===== src/sv/ccr_pkg.sv =====
// ----------------------------------------------------------------------------
// ccr_pkg: shared types and constants of the chunk completion tracker
// Holds the result status codes, the field widths and the divider result
// bundle that travels from the divider to the sequencer.
// ----------------------------------------------------------------------------
package ccr_pkg;

    // field widths
    localparam int SEQ_W   = 32;
    localparam int SIZE_W  = 16;
    localparam int TIME_W  = 64;
    localparam int CHUNK_W = 10;
    localparam int COUNT_W = 17;
    localparam int STAT_W  = 3;

    // function codes on s_tuser
    localparam logic FUNC_INJECT  = 1'b0;
    localparam logic FUNC_DELIVER = 1'b1;

    // result status codes
    localparam logic [STAT_W-1:0] ST_INJECTED  = 3'd0;
    localparam logic [STAT_W-1:0] ST_COUNTED   = 3'd1;
    localparam logic [STAT_W-1:0] ST_COMPLETE  = 3'd2;
    localparam logic [STAT_W-1:0] ST_IGNORED   = 3'd3;
    localparam logic [STAT_W-1:0] ST_UNKNOWN   = 3'd4;
    localparam logic [STAT_W-1:0] ST_EXHAUSTED = 3'd5;
    localparam logic [STAT_W-1:0] ST_FULL      = 3'd6;

    // delivered count saturates here
    localparam logic [COUNT_W-1:0] COUNT_MAX = 17'h1FFFF;

    // divider result bundle
    typedef struct packed {
        logic              done;
        logic [SEQ_W-1:0]  quotient;
        logic [SIZE_W-1:0] remainder;
    } ccr_div_res_t;

endpackage


===== src/sv/ccr_div.sv =====
// ----------------------------------------------------------------------------
// ccr_div: iterative restoring divider
// Divides a 32-bit sequence by a 16-bit nonzero chunk size, one quotient
// bit per cycle; done pulses for one cycle when quotient and remainder hold.
// ----------------------------------------------------------------------------
module ccr_div
    import ccr_pkg::*;
(
    input  logic              aclk,
    input  logic              aresetn,
    input  logic              start,
    input  logic [SEQ_W-1:0]  dividend,
    input  logic [SIZE_W-1:0] divisor,
    output ccr_div_res_t      res
);

    logic [SEQ_W-1:0]  dq_reg;
    logic [SIZE_W-1:0] rem_reg;
    logic [SIZE_W-1:0] dvs_reg;
    logic [4:0]        cnt_reg;
    logic              busy_reg;
    logic              done_reg;

    // one trial subtraction per step
    logic [SIZE_W:0] trial;
    logic [SIZE_W:0] diff;
    logic            ge;

    assign trial = {rem_reg, dq_reg[SEQ_W-1]};
    assign ge    = trial >= {1'b0, dvs_reg};
    assign diff  = trial - {1'b0, dvs_reg};

    // control
    always_ff @(posedge aclk) begin
        if (!aresetn) begin
            busy_reg <= 1'b0;
            done_reg <= 1'b0;
            cnt_reg  <= '0;
        end else begin
            done_reg <= 1'b0;
            if (start) begin
                busy_reg <= 1'b1;
                cnt_reg  <= '0;
            end else if (busy_reg) begin
                cnt_reg <= cnt_reg + 5'd1;
                if (cnt_reg == 5'd31) begin
                    busy_reg <= 1'b0;
                    done_reg <= 1'b1;
                end
            end
        end
    end

    // datapath
    always_ff @(posedge aclk) begin
        if (start) begin
            dq_reg  <= dividend;
            rem_reg <= '0;
            dvs_reg <= divisor;
        end else if (busy_reg) begin
            dq_reg  <= {dq_reg[SEQ_W-2:0], ge};
            rem_reg <= ge ? diff[SIZE_W-1:0] : trial[SIZE_W-1:0];
        end
    end

    assign res.done      = done_reg;
    assign res.quotient  = dq_reg;
    assign res.remainder = rem_reg;

endmodule


===== config.mk =====
export PLATFORM = sky130hd
export DESIGN_NAME = ccr_div
export DESIGN_NICKNAME = d
export VERILOG_FILES = /design/src/sv/ccr_pkg.sv /design/src/sv/ccr_div.sv
export SDC_FILE = /design/constraint.sdc
export NUM_CORES = 1
export LEC_CHECK = 0
export BUFFER_PORTS_ARGS = -buffer_cell sky130_fd_sc_hd__buf_4
export CORE_ASPECT_RATIO = 1.25
export CORE_MARGIN = 1.5
export CORE_UTILIZATION = 53
export CTS_CLUSTER_SIZE = 24
export DETAILED_ROUTE_END_ITERATION = 8
export GPL_TIMING_DRIVEN = 0
export PLACE_DENSITY = 0.8
export SLEW_MARGIN = 20
export SYNTH_ARGS = -nofsm -noshare
export SYNTH_HDL_FRONTEND = slang
export SYNTH_SLANG_ARGS = --single-unit

===== constraint.sdc =====
create_clock -name aclk -period 2.98 [get_ports aclk]
set_input_delay 0.298 -clock aclk [delete_from_list [all_inputs] [get_ports aclk]]
set_output_delay 0.298 -clock aclk [all_outputs]
set_load 0.01 [all_outputs]

* Word-level counts from Yosys, hierarchy flattened
Index checks and enable logic that the tools add are counted.
Cells by class: equality and inequality tests 1, bitwise operators 2, reduce and logical (&&, ||, !) cells 3, multiplexer cells 7, add/subtract/negate cells 2, $lt $le $gt $ge 1
Operator list (count):
- 32-bit two-way mux | 2
- 17-bit by 16-bit >= comparator with 1-bit output | 1
- 16-bit two-way mux | 1
- 16-bit subtractor | 1
- 5-bit by 1-bit adder with 5-bit output, second input constant | 1
- 5-bit equality test, second input constant | 1
- 1-bit two-way mux | 4
- 3-bit OR reduction | 1
- 1-bit NOT | 2
- 2-bit nonzero test | 1
- 2-bit OR reduction | 1
Storage, ports and cells: output and inout bits 49, register bits after elaboration 71, bits of input ports 51, word-level logic and storage cells 22

* Logic depth before layout (Yosys ltp)
Gate-level depths: netlist of run 1.
depth after elaboration 4, gate-level depth with buffers 10, depth with buffers taken out 9

* Worst setup path after synthesis of run 1
Ideal clock, no wire load.
kind register to register, start reg dq_reg[31], end reg rem_reg[10], setup time 0.091 ns, setup slack 0.826 ns, cell stages (with the launch flop) 10, arrival 2.063 ns, buffers on the path 0, path through edfxtp_1 -> inv_1 -> ha_1 -> fa_1 -> nand2b_1 -> a211o_1 -> a21boi_0 -> or3_1 -> nand3_1 -> a311oi_1
On the way: word-level cells in the longest chain between the ends 2
Ends and longest elaborated chain:
- start: declaration | line ccr_div.sv:17 | logic [SEQ_W-1:0] dq_reg;
- start signal: assignment | line ccr_div.sv:57 | dq_reg <= dividend;
- start signal: assignment | line ccr_div.sv:61 | dq_reg <= {dq_reg[SEQ_W-2:0], ge};
- 16-bit subtractor or 17-bit by 16-bit >= comparator with 1-bit output (tied branches) | line ccr_div.sv:31, ccr_div.sv:30
- 16-bit two-way mux * | line ccr_div.sv:62 | rem_reg <= ge ? diff[SIZE_W-1:0] : trial[SIZE_W-1:0];
- end signal: assignment | line ccr_div.sv:62
- end: declaration | line ccr_div.sv:18 | logic [SIZE_W-1:0] rem_reg;
Mark *: on every way between the ends. The rest lies on a longest branch, timed or not. A chain may end at the register's enable or synchronous reset.

* Worst setup path after layout of run 1
start reg dvs_reg[7], end reg rem_reg[1]
On the way: word-level cells in the longest chain between the ends 2
Ends and longest elaborated chain:
- start: declaration | line ccr_div.sv:19 | logic [SIZE_W-1:0] dvs_reg;
- start signal: assignment | line ccr_div.sv:59 | dvs_reg <= divisor;
- 17-bit by 16-bit >= comparator with 1-bit output | line ccr_div.sv:30 | assign ge = trial >= {1'b0, dvs_reg};
- 16-bit two-way mux | line ccr_div.sv:62
Every way passes these cells.

==> results of run 1 <==
## worst max-delay path by stage
stage / cells past startpoint / to
after floorplan: 9 / rem_reg[10]$_SDFFE_PP0P_
after global placement: 9 / rem_reg[1]$_SDFFE_PP0P_
after detailed placement: 9 / rem_reg[1]$_SDFFE_PP0P_
after CTS: 9 / rem_reg[1]$_SDFFE_PP0P_
after global routing: 9 / rem_reg[12]$_SDFFE_PP0P_
final: 9 / rem_reg[1]$_SDFFE_PP0P_
## cells in the final DEF (no fill, tap or decap), types with 2 or more instances in the layout
cell type	instances
buf_4	101
edfxtp_1	48
mux2_2	31
nor2_1	30
nand2_1	24
dfxtp_1	23
inv_1	22
ha_1	18
a21oi_1	14
o21ai_0	10
mux2i_1	10
clkbuf_8	9
nand2b_1	8
clkbuf_1	7
o21ai_1	6
xor2_1	6
xnor2_1	6
nand3_1	5
a211oi_1	5
and3_1	4
nand4_1	4
a21o_1	4
a311oi_1	4
buf_1	3
nand2_2	3
a21oi_2	3
o31ai_1	3
nor4_1	2
o211ai_1	2
buf_6	2
a31o_1	2
o21bai_1	2
o21a_1	2
a31oi_1	2
or3_1	2
bufinv_16	2
clkinv_1	2
## cell families after synthesis
logic type / after synthesis / synth area share (%)
AO/OA/AOI/OAI: 68 / 12.5
buffers and inverters: 36 / 4.21
adder cells (fa/ha/maj): 19 / 6.50
XOR/XNOR: 12 / 2.79
flip-flops: 71 / 50.4
multiplexers: 41 / 11.9
AND/OR/NAND/NOR: 90 / 11.7
## layout make-up
| type | count | area (um^2) | share of cell area (%) |
|---|---|---|---|
| Buffer | 13 | 72.6 | 1.50 |
| Clock buffer | 11 | 131 | 2.72 |
| Clock inverter | 5 | 72.6 | 1.50 |
| Inverter | 23 | 86.3 | 1.79 |
| Multi-Input combinational cell | 230 | 1710 | 35.4 |
| Sequential cell | 71 | 1900 | 39.4 |
| Tap cell | 90 | 113 | 2.33 |
| Timing Repair Buffer | 99 | 743 | 15.4 |
## through the flow
stage	cell area, um^2	hold WS (ns)	utilization, %
CTS	4830	0.0972	69.7
global route	4830	0.103	69.7
global placement	4630	0.477	66.7
finish	4830	0.106	69.7
detailed placement	4630	0.478	66.7
floorplan	3770	0.397	-
## layer usage
layer  track usage, %  part of all wire, %  vias to the layer above
met4             10.2                  2.1                        0
met3             6.10                  7.3                       18
met2             43.3                   52                      108
li1                 -                    -                     1461
met1             29.3                   39                     1440
met5                0                    0                        -
## worst max-delay path, delay by kind of cell (launching register included)
kind	cells	cell delay, ns
AO/OA/AOI/OAI	2	0.62
adder cells (fa/ha/maj)	1	0.39
buffers and inverters	2	0.27
flip-flops	1	0.33
AND/OR/NAND/NOR	4	0.80
## power breakdown
part | switching, mW | internal, mW | leakage [nW]
registers | 0.0483 | 1.15 | 0.667
clock network | 0.372 | 0.466 | 0.102
logic | 0.285 | 0.268 | 1.31
==> qor.yml, run 1 <==
post-synth-top-count-cell: "edfxtp_1"
postRouteAntennaNets: 0
ys_seq_elements: 71
core_region_area_um2: 6930
synthTopCellsByArea: "edfxtp_1 38%, dfxtp_1 12%, mux2_2 9.3%"
rsz0062_at_grt: "false"
clock.fmax_mhz: 392
crit_start: "dvs_reg[7]$_DFFE_PP_"
postSynthAreaPerCell_um2: 11.2
yosys-top-cells-count: "48 x edfxtp_1, 31 x mux2_2, 30 x nor2_1"
dr.pass1.iters: 4
path_max_fanout: 10
setup_viol: 0
port_buffers: 99
clk_latency_ns: 0.36
synth_top_cell_by_area: "edfxtp_1"
max_cap_violations: 0
peakVddDrop_mv: 0.379
tightestPinTransition_ns: 0.743
grt_remaining_overflow: 0
min_from: "divisor[6]"
yosysWarnings: 0
vias: 3027
syn2layout_area_growth_pct: 28.1
cts_buffer_depth: 2
grt_max_degree: 33
slowest_stage: "nor4_1"
antennaDiodeCount: 0
worstSetupStartpointType: "flip-flop"
htree_num_levels: 3
status: "completed"
r2r_slack_ns: 0.43
p_total_mw: 2.59
period_needed_ns: 2.55
synth_nets: 407
fin_tns_setup_ns: 0
min_to: "dvs_reg[6]$_DFFE_PP_"
rr_startpoint: "dvs_reg[7]$_DFFE_PP_"
dpl.hpwl_mm: 6.71
grt_util_all_layers_pct: 25.0
critPathMaxStageDelay_ns: 0.43
cts_tree: "built"
yosys.area.top_type_share_pct: 38.2
min_path_type: "primary input to flip-flop"
async_reset_ff_share_pct: 0
drt_iter0_drc: 189
grt_pass1_vias: 3119
die_width_um: 78.4
synth_cell_types: 53
synth_cells: 337
cts-root-buf: "clkbuf_8"
crit_chain: "inv_1, ha_1, nand4_1, nor4_1, nor2_1, a31oi_4, buf_6, nor4_1, a311o_1"
rr_worst_depth: 9
die_h_um: 97.3
layout.nets: 517
start_util_pct: 54.4
final_cell_count_no_fill: 542
dp.cells: 526
hold_viol: 0
fp-row-count: 34
antenna_found_initial: 0
period_share_pct: 85.6
p_per_area_nw_per_um2: 535
num-fill-cells: 533
layout-drive-gt1-share_pct: 35.0
place_ws_ns: 0.483
wl_mm: 9.05
cts.repair.resized: 0
power_leakage_nw: 2.08
syn_area_um2: 3770
drc: 0
hold_path_depth: 1
synth_edf_count: 48
cts.sinks: 71
post-cts-setup-buffers: 0
vias_per_cell: 5.58
setup_ws_ns: 0.430
endpoint_kind: "flip-flop"
grt_pass1_wl_mm: 14.6
slew_headroom_pct: 50.3
synth_flop_cell: "edfxtp_1"
worstPathRequired_ns: 3.22
io-pin-count: 100
cts.reportedPaths.clkPinSlew_ns: 0.09
gp_congestion: 0.962
cpMostUsedCell: "nor4_1"
wl_per_cell_um: 16.7
fin_skew_ns: 0.0169
dieArea_um2: 7630
cts_made_buffers: 9
drv_slew: 0
critPathKind: "flip-flop to flip-flop"
ys_seq_area_share_pct: 50.4
cp.arrival_ns: 2.79
hold_buffers: 0
rr_endpoint: "rem_reg[1]$_SDFFE_PP0P_"
largest_reg_flops: 32
(Power assumes the default switching activity.)
==> run 2: changes to the inputs <==
Settings changed: ABC_AREA set to 1, CORE_UTILIZATION 53 to 54, PLACE_DENSITY 0.8 to 0.81.
==> qor.yml, run 2 <==
htree_num_levels: 3  # unchanged
holdWs_ns: 0.118  # +0.0115 ns
synth_edf_count: 48  # unchanged
grt_remaining_overflow: 0  # unchanged
p_total_mw: 2.28  # -12%
p_per_area_nw_per_um2: 449  # -16%
postRouteAntennaNets: 0  # unchanged
die_h_um: 99.6  # +2.4%
clk_latency_ns: 0.35  # about the same
endpoint_kind: "flip-flop"
synthMuxAreaShare_pct: 0  # -12 points
yosys.area.top_type_share_pct: 35.8  # -2.5 points
worstSetupPathDepth: 4  # -5
port_buffers: 99  # unchanged
cp.arrival_ns: 2.23  # -0.56 ns
cts_buffer_depth: 2  # unchanged
start_util_pct: 55.1  # +0.74 points
hold_buffers: 0  # unchanged
post_synth_and_or_nand_nor_area_fraction_pct: 33.2  # +21 points
synth_top_cell_by_area: "edfxtp_1"
p_int_mw: 1.67  # -11%
io-pin-count: 100  # unchanged
syn2layout_area_growth_pct: 25.9
yosys-top-cells-count: "234 x nand2_1, 78 x inv_1, 48 x edfxtp_1"
grt_pass1_vias: 3831  # +23%
setup_viol: 0  # unchanged
rsz0062_at_grt: "false"
dpl.hpwl_mm: 7.48  # +12%
yosysWarnings: 0  # unchanged
cts_made_buffers: 9  # unchanged
tightestPinTransition_ns: 0.769  # +0.0267 ns
layout.nets: 707  # +37%
hold_viol: 0  # unchanged
layout_common_cells: "234 x nand2_1, 102 x buf_4, 77 x inv_1, 48 x edfxtp_1, 42 x nand3_1"
critPathKind: "flip-flop to flip-flop"
fin_area_um2: 5080  # +5.1%
peakVddDrop_mv: 0.367  # -3.3%
wl_mm: 9.87  # +9.0%
crit_chain: "clkbuf_1, nor2_1, clkbuf_1, inv_2"
postSynthAreaPerCell_um2: 7.65  # -32%
drc: 0  # unchanged
fin_skew_ns: 0.00911  # -0.00779 ns
power_leakage_nw: 2.75  # +33%
synth_flop_cell: "edfxtp_1"
grt_pass1_wl_mm: 16.6  # +14%
synth_cells: 527  # +56%
drv_slew: 0  # unchanged
fin_tns_setup_ns: 0  # unchanged
period_share_pct: 74.9  # -11 points
post-cts-setup-buffers: 0  # unchanged
synth_compound_area_share_pct: 2.70  # -9.8 points
gp_congestion: 0.941  # -2.2%
vias_per_cell: 5.09  # -8.8%
post-synth-top-count-cell: "nand2_1"
clock.fmax_mhz: 448  # +14%
critPathTopFamily: "buffers and inverters"
layout-drive-gt1-share_pct: 21.2  # -14 points
slew_headroom_pct: 48.5  # -1.8 points
syn_area_um2: 4030  # +6.9%
worstPathRequired_ns: 2.98  # -0.24 ns
synth_cell_types: 34  # -36%
worstSetupStartpointType: "flip-flop"
num-fill-cells: 599  # +12%
final_cell_count_no_fill: 734  # +35%
p_clk_share_pct: 32.9  # +0.5 points
ys_seq_area_share_pct: 47.2  # -3.3 points
p_switching_mw: 0.607  # -14%
cts.repair.resized: 0  # unchanged
hold_path_depth: 1  # unchanged
antennaDiodeCount: 0  # unchanged
synth-xor-area-share_pct: 1.30  # -1.5 points
final_common_cell: "nand2_1"
p_sw_share_pct: 26.6  # -0.67 points
die_width_um: 80.3  # +2.3%
cts_tree: "built"
cts-root-buf: "clkbuf_8"
critPathMaxStageDelay_ns: 0.54  # +0.11 ns
dp.cells: 718  # +37%
grt_util_all_layers_pct: 26.9  # +1.9 points
slowest_stage: "nor2_1"
placed_cell_area_um2: 4890  # +5.7%
dieArea_um2: 8000  # +4.7%
vias: 3739  # +24%
cts.sinks: 71  # unchanged
rr_worst_depth: 4  # -5
cpMostUsedCell: "clkbuf_1"
synthAdderAreaFrac_pct: 6.08  # -0.42 points
core_region_area_um2: 7310  # +5.5%
path_max_fanout: 32  # +22
grt_max_degree: 33  # unchanged
cp_num_buf_inv: 3  # +1
largest_reg_flops: 32  # unchanged
synth_nets: 597  # +47%
pwr-share-seq_pct: 51.2  # +5.0 points
max_cap_violations: 0  # unchanged
cts.reportedPaths.clkPinSlew_ns: 0.08  # about the same
drt_iter0_drc: 198  # +4.8%
ys_seq_elements: 71  # unchanged
status: "completed"
antenna_found_initial: 0  # unchanged
comb_power_share_pct: 15.9  # -5.5 points
synth_top_family_by_area: "simple AND/OR/NAND/NOR gates"
wl_per_cell_um: 13.4  # -19%
min_path_type: "primary input to flip-flop"
period_needed_ns: 2.23  # -0.320 ns
dr.pass1.iters: 5  # +1
fp-row-count: 35  # +2.9%
async_reset_ff_share_pct: 0  # unchanged
synthTopCellsByArea: "edfxtp_1 36%, nand2_1 22%, dfxtp_1 11%"
## run 2: cell count changes after synthesis, sizes merged, moves of 10 or more
| cell | previous run | this run |
|---|---|---|
| nand2 | 27 | 241 |
| inv | 23 | 81 |
| nand3 | 5 | 43 |
| mux2 | 31 | 0 |
| nor2 | 30 | 15 |
| o21ai | 17 | 3 |
| mux2i | 10 | 0 |
## run 2: worst register-to-register path, delay by kind of cell (launching register included)
| kind | cells | cell delay (ns) |
|---|---|---|
| buffers and inverters | 3 | 1.05 |
| AND/OR/NAND/NOR | 1 | 0.54 |
| flip-flops | 1 | 0.30 |
## run 2: through the flow
stage | utilization, % | worst slack [ns]
after CTS | 69.4 | 0.756
after floorplan | - | 1.05
after detailed placement | 66.9 | 0.481
after global placement | 66.9 | 0.190
after global routing | 69.4 | 0.547
final | 69.4 | 0.749
## run 2: power groups by stage
stage	Combinational [mW]	Clock, mW	Sequential [mW]
final	0.363	0.751	1.17
after global routing	0.404	0.799	1.18
after CTS	0.365	0.762	1.17
after detailed placement	0.364	0	1.19
after global placement	0.354	0	1.19
after floorplan	0.166	0	1.20
## run 2: cells by family (layout without fill, tap and decap cells)
logic type,Yosys count,in the layout
and+or+nand+nor,314,314
buffers and inverters,97,212
DFF,71,71
AOI/OAI and AO/OA,20,20
adders and majority gates,19,19
xor gates and xnor gates,6,6
## run 2: metal layers
layer | up-vias | track usage (%) | part of all wire, %
met5 | - | 0 | 0
met4 | 0 | 10.7 | 2.4
met3 | 15 | 7.52 | 6.3
met2 | 129 | 48.2 | 52
met1 | 1725 | 29.5 | 39
li1 | 1870 | - | -
## run 2: layout make-up
type | count | area, um^2 | share of cell area, %
tap | 92 | 115 | 2.27
buffer | 15 | 77.6 | 1.53
sequential | 71 | 1900 | 37.5
clock buffer | 9 | 124 | 2.44
inverter | 82 | 308 | 6.06
timing repair buffer | 99 | 743 | 14.6
clock inverter | 7 | 63.8 | 1.26
multi-input combinational | 359 | 1740 | 34.4
## run 2: worst paths after layout
kind | start | to | slack (ns)
worst max-delay path | busy_reg$_SDFF_PN0_ | dq_reg[11]$_DFFE_PP_ | 0.75
worst min-delay path | divisor[15] | dvs_reg[15]$_DFFE_PP_ | 0.12
worst max register to register | busy_reg$_SDFF_PN0_ | dq_reg[11]$_DFFE_PP_ | 0.75
worst min register to register | cnt_reg[2]$_SDFFE_PP0P_ | cnt_reg[2]$_SDFFE_PP0P_ | 0.47
==> run 3: changes to the inputs <==
Settings changed: ABC_AREA 1 to 0, CORE_UTILIZATION 54 to 53, PLACE_DENSITY 0.81 to 0.8.
Clock period 2.98 ns to 2.2 ns, I/O delays scaled along.
==> qor.yml, run 3 (synthesis gave the netlist of run 1 again) <==
status: "finished, violations left"
violations: "negative setup slack"
syn2layout_area_growth_pct: 43.5
setup_ws_ns: -0.0670  # -0.816 ns
cpMostUsedCell: "buf_4"
period_needed_ns: 2.27  # +0.0362 ns
cts_tree: "built"
postRouteAntennaNets: 0  # unchanged
drc: 0  # unchanged
dpl.hpwl_mm: 6.71  # -10%
crit_start: "dvs_reg[8]$_DFFE_PP_"
dr.pass1.iters: 7  # +2
worstPathRequired_ns: 2.45  # -0.53 ns
layout_common_cells: "119 x buf_4, 48 x edfxtp_1, 31 x mux2_2, 28 x nor2_1, 22 x nand2_1"
period_share_pct: 103  # +28 points
fin_tns_setup_ns: -0.140  # -0.140 ns
core_region_area_um2: 6930  # -5.2%
cts.sinks: 71  # unchanged
slew_headroom_pct: 44.9  # -3.6 points
clock.fmax_mhz: 441  # -1.6%
port_buffers: 99  # unchanged
cts-root-buf: "clkbuf_8"
final_common_cell: "buf_4"
vias: 3352  # -10%
p_per_area_nw_per_um2: 697  # +55%
die_width_um: 78.4  # -2.3%
layout.nets: 540  # -24%
cp.arrival_ns: 2.51  # +0.28 ns
cts_buffer_depth: 2  # unchanged
final_cell_count_no_fill: 565  # -23%
start_util_pct: 54.4  # -0.74 points
wl_per_cell_um: 19.2  # +43%
dp.cells: 526  # -27%
gp_congestion: 0.962  # +2.3%
grt_pass1_wl_mm: 16.3  # -1.8%
setup_viol: 5  # +5
grt_util_all_layers_pct: 28.1  # +1.1 points
critPathMaxStageDelay_ns: 0.36  # -0.18 ns
io-pin-count: 100  # unchanged
num-fill-cells: 423  # -29%
slowest_stage: "edfxtp_1"
endpoint_kind: "flip-flop"
hold_viol: 0  # unchanged
crit_chain: "inv_2, ha_4, nand2_4, o21ai_4, a21oi_4, buf_6, buf_4, buf_4, buf_4, a31oi_1, nand3_1, a32o_1"
layout-drive-gt1-share_pct: 48.4  # +27 points
drv_slew: 0  # unchanged
clk_latency_ns: 0.36  # about the same
htree_num_levels: 3  # unchanged
fp-row-count: 34  # -2.9%
largest_reg_flops: 32  # unchanged
cts_made_buffers: 9  # unchanged
peakVddDrop_mv: 0.499  # +36%
r2r_slack_ns: -0.07  # -0.82 ns
fin_skew_ns: 0.0227  # +0.0136 ns
antenna_found_initial: 0  # unchanged
path_max_fanout: 6  # -81%
max_cap_violations: 0  # unchanged
p_total_mw: 3.77  # +65%
grt_remaining_overflow: 0  # unchanged
drt_iter0_drc: 304  # +54%
die_h_um: 97.3  # -2.3%
tightestPinTransition_ns: 0.823  # +0.0535 ns
hold_buffers: 0  # unchanged
final_util_pct: 78.0  # +8.6 points
worstSetupStartpointType: "flip-flop"
holdWs_ns: 0.0240  # -0.0939 ns
dieArea_um2: 7630  # -4.5%
vias_per_cell: 5.93  # +16%
grt_max_degree: 33  # unchanged
cts.reportedPaths.clkPinSlew_ns: 0.09  # about the same
min_path_type: "primary input to flip-flop"
min_from: "divisor[6]"
power_leakage_nw: 2.24  # -19%
antennaDiodeCount: 0  # unchanged
grt_pass1_vias: 3447  # -10%
rr_startpoint: "dvs_reg[8]$_DFFE_PP_"
wl_mm: 10.8  # +9.9%
critPathKind: "flip-flop to flip-flop"
rsz0062_at_grt: "true"
## run 3: cell count changes in the layout (fill, tap and decap cells not counted), moves of 6 or more
| cell | previous run | this run |
|---|---|---|
| buf_4 | 102 | 119 |
| inv_1 | 77 | 17 |
| nand3_1 | 42 | 3 |
| ha_1 | 18 | 6 |
| nand2_1 | 234 | 22 |
| nor2_1 | 13 | 28 |
| mux2i_1 | 0 | 9 |
| ha_4 | 0 | 12 |
| o21ai_0 | 3 | 9 |
| nand2b_1 | 0 | 7 |
| mux2_2 | 0 | 31 |
## run 3: worst max-delay path: cells and delay by family, from the launching register on
family	cells	cell delay (ns)
AOI/OAI and AO/OA	4	0.69
buffers and inverters	5	0.54
DFF	1	0.36
adders and majority gates	1	0.33
and+or+nand+nor	2	0.22
## run 3: per-layer routing
metal / up-vias / wire length (um) / global-route usage [%]
met5: - / 0 / 0
met4: 0 / 454 / 15.4
met3: 43 / 906 / 7.14
met2: 189 / 5570 / 47.9
met1: 1609 / 3910 / 31.6
li1: 1511 / - / -
## run 3: final timing paths
| check | endpoint | cells past startpoint |
|---|---|---|
| worst max register to register | rem_reg[15]$_SDFFE_PP0P_ | 12 |
| worst max-delay path | rem_reg[15]$_SDFFE_PP0P_ | 12 |
| worst min register to register | cnt_reg[3]$_SDFFE_PP0P_ | 2 |
| worst min-delay path | dvs_reg[6]$_DFFE_PP_ | 1 |
## run 3: power breakdown
| part | switching [mW] | internal, mW |
|---|---|---|
| clock | 0.507 | 0.631 |
| combinational | 0.506 | 0.497 |
| sequential | 0.0731 | 1.55 |
| total | 1.09 | 2.68 |
## run 3: repair_timing
item | in CTS | in global routing
gates cloned | 1 | 0
pin swaps | 14 | 21
buffers inserted | 19 | 5
endpoints found under the setup margin | 17 | 16
gates resized for setup | 43 | 36
## run 3: area by class of cell
| type | instances | area (um^2) | share of cell area [%] |
|---|---|---|---|
| Clock inverter | 5 | 72.6 | 1.34 |
| Clock buffer | 11 | 131 | 2.43 |
| Buffer | 13 | 86.3 | 1.60 |
| Inverter | 23 | 86.3 | 1.60 |
| Timing Repair Buffer | 122 | 940 | 17.4 |
| Multi-Input combinational cell | 230 | 2070 | 38.3 |
| Sequential cell | 71 | 1910 | 35.3 |
| Tap cell | 90 | 113 | 2.08 |
## run 3: stage by stage
step                      area, um^2  setup slack [ns]
after detailed placement        4630            -0.297
after global placement          4630            -0.277
after floorplan                 3770            0.0460
after CTS                       5230           -0.0174
final                           5410           -0.0670
after global routing            5410            -0.135
